<file path="src/sv/mbro_pkg.sv">
// Shared types, constants and helpers for the mono bitmap raster-op block.
// No dependencies; imported by every module of the block.
`timescale 1ns / 1ps

package mbro_pkg;

   localparam int DEF_MAX_ROW_BYTES = 64;
   localparam int DEF_MAX_ROWS      = 256;
   localparam int DEF_MAX_SEGMENT   = 64;

   localparam int MODE_W   = 3;
   localparam int POSX_W   = 10;
   localparam int POSY_W   = 8;
   localparam int SPAN_W   = 10;
   localparam int RB_REG_W = 7;
   localparam int IR_REG_W = 9;
   localparam int CSR_W    = 9;
   localparam int REQ_DATA_W = 48;

   localparam logic [MODE_W-1:0] MODE_PUT  = 3'd0;
   localparam logic [MODE_W-1:0] MODE_GET  = 3'd1;
   localparam logic [MODE_W-1:0] MODE_XOR  = 3'd2;
   localparam logic [MODE_W-1:0] MODE_SEG  = 3'd3;
   localparam logic [MODE_W-1:0] MODE_FILL = 3'd4;

   localparam logic CSR_ROW_BYTES  = 1'b0;
   localparam logic CSR_IMAGE_ROWS = 1'b1;

   localparam logic [7:0] BYTE_MSB  = 8'h80;
   localparam logic [7:0] BYTE_ONES = 8'hFF;

   // datapath operations requested by the controller
   typedef enum logic [2:0] {
      OP_NONE, OP_LOAD, OP_RD, OP_WR, OP_NEXT
   } op_type;

   typedef struct packed {
      op_type op;
   } cmd_type;

   typedef struct packed {
      logic in_range;    // current address inside store
      logic job_done;    // no further byte/pixel to visit
      logic is_read;     // request yields pixels
      logic pix;         // pixel selected from read byte
      logic final_item;  // current pixel is last of request
   } sts_type;

endpackage

</file>
<file path="src/sv/mbro_ctrl.sv">
// Controller: sequences load, read, write and step commands; owns the result register.
// Depends on mbro_pkg.
`timescale 1ns / 1ps

module mbro_ctrl
   import mbro_pkg::*;
(
   input  logic              clock,
   input  logic              reset,
   input  logic              req_tvalid,
   output logic              req_tready,
   input  logic [MODE_W-1:0] req_mode,
   output logic              rsp_tvalid,
   input  logic              rsp_tready,
   output logic [7:0]        rsp_tdata,
   output cmd_type           cmd,
   input  sts_type           sts
);
   typedef enum logic [2:0] {
      S_IDLE, S_CHECK, S_READ, S_USE, S_OUT, S_WAIT
   } state_type;

   state_type  state_ff, state_in;
   logic       vld_ff, vld_in;
   logic [1:0] dat_ff, dat_in;
   logic [MODE_W-1:0] mode_ff, mode_in;

   assign req_tready = (state_ff == S_IDLE) && !vld_ff;
   assign rsp_tvalid = vld_ff;
   assign rsp_tdata  = {6'd0, dat_ff};

   always_comb begin
      state_in = state_ff;
      vld_in   = vld_ff;
      dat_in   = dat_ff;
      mode_in  = mode_ff;
      cmd.op   = OP_NONE;
      if (vld_ff && rsp_tready) vld_in = 1'b0;
      case (state_ff)
         S_IDLE: if (req_tvalid && req_tready) begin
            cmd.op   = OP_LOAD;
            mode_in  = req_mode;
            state_in = S_CHECK;
         end
         S_CHECK: begin
            if (sts.job_done || !(mode_ff inside {MODE_PUT, MODE_GET, MODE_XOR,
                                                  MODE_SEG, MODE_FILL})) begin
               state_in = S_OUT;
            end else if (mode_ff == MODE_FILL) begin
               cmd.op   = OP_WR;
               state_in = S_USE;
            end else begin
               cmd.op   = OP_RD;
               state_in = S_USE;
            end
         end
         S_USE: begin
            if (sts.is_read) begin
               if (!vld_ff || rsp_tready) begin
                  vld_in = 1'b1;
                  dat_in = {sts.final_item, sts.pix};
                  cmd.op = OP_NEXT;
                  state_in = sts.final_item ? S_IDLE : S_CHECK;
               end
            end else begin
               if (mode_ff != MODE_FILL) cmd.op = OP_WR;
               state_in = S_WAIT;
            end
         end
         S_WAIT: begin
            cmd.op = OP_NEXT;
            state_in = (mode_ff == MODE_PUT) ? S_OUT : S_CHECK;
         end
         S_OUT: if (!vld_ff || rsp_tready) begin
            vld_in   = 1'b1;
            dat_in   = 2'b10;
            state_in = S_IDLE;
         end
         default: state_in = S_IDLE;
      endcase
   end

   always_ff @(posedge clock) begin
      if (reset) begin
         state_ff <= S_IDLE;
         vld_ff   <= 1'b0;
         dat_ff   <= '0;
         mode_ff  <= MODE_PUT;
      end else begin
         state_ff <= state_in;
         vld_ff   <= vld_in;
         dat_ff   <= dat_in;
         mode_ff  <= mode_in;
      end
   end

endmodule

</file>
<file path="config.mk">
export PLATFORM = sky130hd
export DESIGN_NAME = mbro_ctrl
export DESIGN_NICKNAME = d
export VERILOG_FILES = /design/src/sv/mbro_pkg.sv /design/src/sv/mbro_ctrl.sv
export SDC_FILE = /design/constraint.sdc
export NUM_CORES = 1
export LEC_CHECK = 0
export BUFFER_PORTS_ARGS = -buffer_cell sky130_fd_sc_hd__buf_4
export CORE_MARGIN = 8
export CORE_UTILIZATION = 40
export CTS_BUF_LIST = sky130_fd_sc_hd__clkbuf_2
export CTS_CLUSTER_SIZE = 25
export DETAILED_ROUTE_END_ITERATION = 8
export PLACE_DENSITY = 0.8
export SLEW_MARGIN = 0
export SYNTH_ARGS = -nofsm -noshare
export SYNTH_HDL_FRONTEND = slang
export SYNTH_SLANG_ARGS = --single-unit
</file>
<file path="constraint.sdc">
create_clock -name clock -period 1.5 [get_ports clock]
set_input_delay 0 -clock clock [delete_from_list [all_inputs] [get_ports clock]]
set_output_delay 0 -clock clock [all_outputs]
set_load 0.01 [all_outputs]
</file>
After elaboration in Yosys (flattened, before gate mapping). Index checks and enable logic that the tools add are counted.

Bits in latches: 0. Input port bits: 12. RAM bits: 0. Register bits after elaboration: 9. Memories: 0. Word-level logic and storage cells: 55. ROM bits: 0.

Reduce and logical (&&, ||, !) cells: 14. Add/sub/neg operators: 0. Eq/ne operators: 14. Divide/modulo/power cells: 0. Magnitude comparators: 0. Bitwise gates (word level): 0. Shift-type cells: 0. Multiplexer cells: 23. Multipliers: 0.

Operator list (number): 3-bit 2-to-1 mux (8); 3-bit one-hot mux with 5 select lines (1); 3-bit one-hot mux with 4 select lines (1); 2-bit 2-to-1 mux (5); 3-bit by 2-bit equality test with 1-bit output (second input constant) (3); 3-bit equality test (second input constant) (3); 3-bit by 1-bit equality test with 1-bit output (second input constant) (2); 3-bit zero test (2); 1-bit 2-to-1 mux (6); 2-bit inequality test (second input constant) (3); 3-bit inequality test (second input constant) (2); 5-bit nonzero test (1); 2-bit one-hot mux with 2 select lines (1); 4-bit AND reduction (1); 1-bit logical AND (3); 3-bit AND reduction (1); 1-bit zero test (2); 1-bit logical OR (2); 2-bit by 1-bit inequality test with 1-bit output (second input constant) (1); 1-bit one-hot mux with 2 select lines (1); 2-bit AND reduction (1); 2-bit nonzero test (1).

Logic depth before layout (Yosys ltp).
Depth in word-level cells: 6. Depth in mapped cells: 5.

Least setup slack after synthesis. OpenSTA, ideal clock, no wires.

Path kind: register -> register. From: register vld_ff, in the netlist rsp_tvalid. To: register state_ff[0]. Stages on the path, launching flop included: 5. Data arrival time: 0.969 ns. Setup time: 0.131 ns. Period minus slack after synthesis: 1.100 ns. Required time: 1.369 ns. Slack: 0.400 ns. Cell sequence: dfxtp_1 and2b_1 a21oi_1 a221oi_1 o31ai_1.

Word-level cells in the longest chain between the ends: 5. Elaborated cells on any way between the ends: 8.

RTL lines: start, declared (RTL line mbro_ctrl.sv:24) `logic vld_ff, vld_in;`; start signal, assigned (RTL line mbro_ctrl.sv:91) `vld_ff <= vld_in;`; 1-bit zero test * (RTL line mbro_ctrl.sv:28, mbro_ctrl.sv:59, mbro_ctrl.sv:74); 1-bit logical AND (RTL line mbro_ctrl.sv:28) `assign req_tready = (state_ff == S_IDLE) && !vld_ff;`; 1-bit logical AND (RTL line mbro_ctrl.sv:40) `S_IDLE: if (req_tvalid && req_tready) begin`; 2-bit by 1-bit inequality test with 1-bit output (no line); 3-bit AND reduction (no line) *; end signal, assigned (RTL line mbro_ctrl.sv:90) `state_ff <= state_in;`; end, declared (RTL line mbro_ctrl.sv:23) `state_type state_ff, state_in;`.

Mark *: on every way between the ends. The rest lies on a longest branch, timed or not. A chain may end at the register's enable or synchronous reset.

==> impl_results.md <==
- Die H: 54.7 um
- Syn Inst Count: 76
- Die Area: 2990 um^2
- Tot GR Track Use: 9.97%
- Number of enable flip-flop cells after synthesis: 0
- Initial cell density of the core: 41.2%
- CTS clk-pin slew, worst paths: 0.10 ns
- Setup TNS Final: 0 ns
- Placer Congestion: 0.843
- Synth Warn #: 0
- Kind of critical path: reg -> out
- Share of the synthesized area in the top cell type: 30.1%
- RSZ-0062 raised after global routing: no
- Static Leak: 0.348 nW
- Crit-path max FO: 4
- Seq/Total Area, Yosys: 30.1%
- DP Wirelength: 1090 um
- First-pass GRT wire length: 2280 um
- Drt first pass iters: 4
- Minimum clock period: 1.39 ns
- Core ar.: 1450 um^2
- Startpoint types: flop
- PnR Total Power: 0.778 mW
- Largest net degree at the start of global routing: 11
- CTS tree: done
- Period Utilization, post-route: 92.6%
- Synth Cell Area: 599 um^2
- Maximum buffer depth of the clock tree: 2
- Non-filler instance count after layout: 114
- Data required, critical path: 1.50 ns
- Top cells by area, synth: dfxtp_1 (30%), buf_4 (8.8%), mux2i_1 (6.7%), nor2_1 (5.6%), a211oi_1 (3.8%)
- Post-route ant nets: 0
- Max-cap violation count: 0
- Placed Instances: 106
- Worst EP arrival: 1.39 ns
- Top FF cell, synth: dfxtp_1
- Clk_skew: 0.00701 ns
- Hold slack: 0.0287 ns
- Synth Register Bits: 9
- Synth async-reset ratio: 0%
- Layout cells sized above 1: 29.6%
- CTS sink cnt: 9
- Number of global-route vias before repair: 569
- H-tree depth: 1
- Met3 WL: 148 um
- Routed WL: 1440 um
- Chip Width: 54.7 um
- Vias/cell: 5.34
- Setup ws final: 0.112 ns
- CTS buffer count: 3
- Place WS: 0.188 ns
- Outcome: finished, final reports clean
- Met1 WL: 564 um
- WL/cell: 12.7 um
- Drc violations: 0
- Pwr dens: 1010 nW/um^2
- Nets@finish: 111
- Ant diodes: 0
- Setup violators final: 0
- DR vias: 609
- IO Port Bufs: 17
- Crit end category: output pin
- Fin. Hold Viols: 0
- Congestion Overflow GR: 0
- Initial antenna violation count: 0
- Synth cell types: 32
- Pins Over Slew Limit: 0
- Uppermost layer routed: met4
- Post-synth top area cell: dfxtp_1
- # Post-CTS Setup Buffers: 0
- HP Class: in -> reg
- Worst-Skew Late Latency: 0.24 ns
- Mean Syn Cell Area: 7.89 um^2
- Root Buffer: clkbuf_2
- Starting DRT DRC Count: 16
- Met2 Wirelength: 724 um
- # IOs: 25
- Fmax: 0.720 GHz
- VDD IR-drop max: 630 uV
- Area Overhead vs Synth: 28.4%
- FP Rows: 14
## power breakdown
part           switching (mW)  internal [mW]  total, mW  leakage (nW)
logic                   0.147          0.154      0.301         0.257
clock network          0.0846         0.0709      0.156        0.0166
registers              0.0514          0.270      0.321        0.0740
total                   0.283          0.495      0.778         0.348
## cells in the mapped netlist (2+ instances only)
cell type and number:
dfxtp_1 9, nor2_1 9, buf_4 7, nand2_1 6
mux2i_1 4, nor3_1 4, a211oi_1 3, a21oi_1 3
inv_1 3, nand2b_1 2, nand3_1 2, nor2b_1 2
nor4_1 2, o21ai_0 2
## worst max-delay path, cell delays in order (launching register included)
cell     delay (ns)
dfxtp_1        0.37
nor3b_1        0.26
nor2_1         0.09
a22oi_1        0.18
o21ai_0        0.10
buf_4          0.15
## placed cells by master, fill, tap and decap left out, drive strengths merged, types with 4 or more instances in the layout
master	n
buf	19
nor2	9
clkbuf	4
conb	6
dlygate4sd3	4
nor3	5
nand2	7
dfxtp	9
mux2i	4
## per-layer routing
layer  track usage, %  vias up
li1                 -      300
met5                0        -
met1             10.2      276
met4             6.15        0
met2             17.0       31
met3             3.53        2
## worst paths after layout
check / slack [ns] / cells past startpoint / endpoint / start
setup reg to reg: 0.17 / 4 / state_ff[0] / state_ff[2]
hold / removal: 0.03 / 3 / dat_ff[0] / sts[1]
setup / recovery: 0.11 / 5 / cmd[0] / mode_ff[2]
hold reg to reg: 0.47 / 2 / dat_ff[1] / dat_ff[1]
## kinds of logic (layout without fill, tap and decap cells)
| logic type | Yosys count | after routing | synth area share [%] |
|---|---|---|---|
| flip-flops | 9 | 9 | 30.1 |
| other | 1 | 6 | 0.626 |
| multiplexers | 4 | 4 | 6.68 |
| buffers and inverters | 13 | 30 | 14.0 |
| AO/OA/AOI/OAI | 15 | 15 | 17.5 |
| AND/OR/NAND/NOR | 34 | 34 | 31.1 |
## through the flow
step	cell area [um^2]	util [%]
finish	769	52.9
global route	769	52.9
CTS	768	52.8
detailed placement	708	48.7
global placement	708	48.7
floorplan	618	-
## sequential cells by signal, summed over array words and instances, names as in the netlist
name        flops
mode_ff         3
state_ff        3
rsp_tvalid      1
dat_ff          2
## layout make-up
| type | count | area [um^2] |
|---|---|---|
| Inverter | 3 | 11.3 |
| Multi-Input combinational cell | 59 | 354 |
| Sequential cell | 9 | 181 |
| Fill cell | 135 | 684 |
| Tap cell | 16 | 20.0 |
| Clock buffer | 4 | 20.0 |
| Timing Repair Buffer | 23 | 183 |
## what timing repair did
action / CTS / global route
endpoints found under the hold margin: 7 / 0
hold buffers: 4 / 0
gates resized for setup: 0 / 1
setup endpoints to repair: 0 / 1
Note: power is estimated with default switching activity, not from simulation.
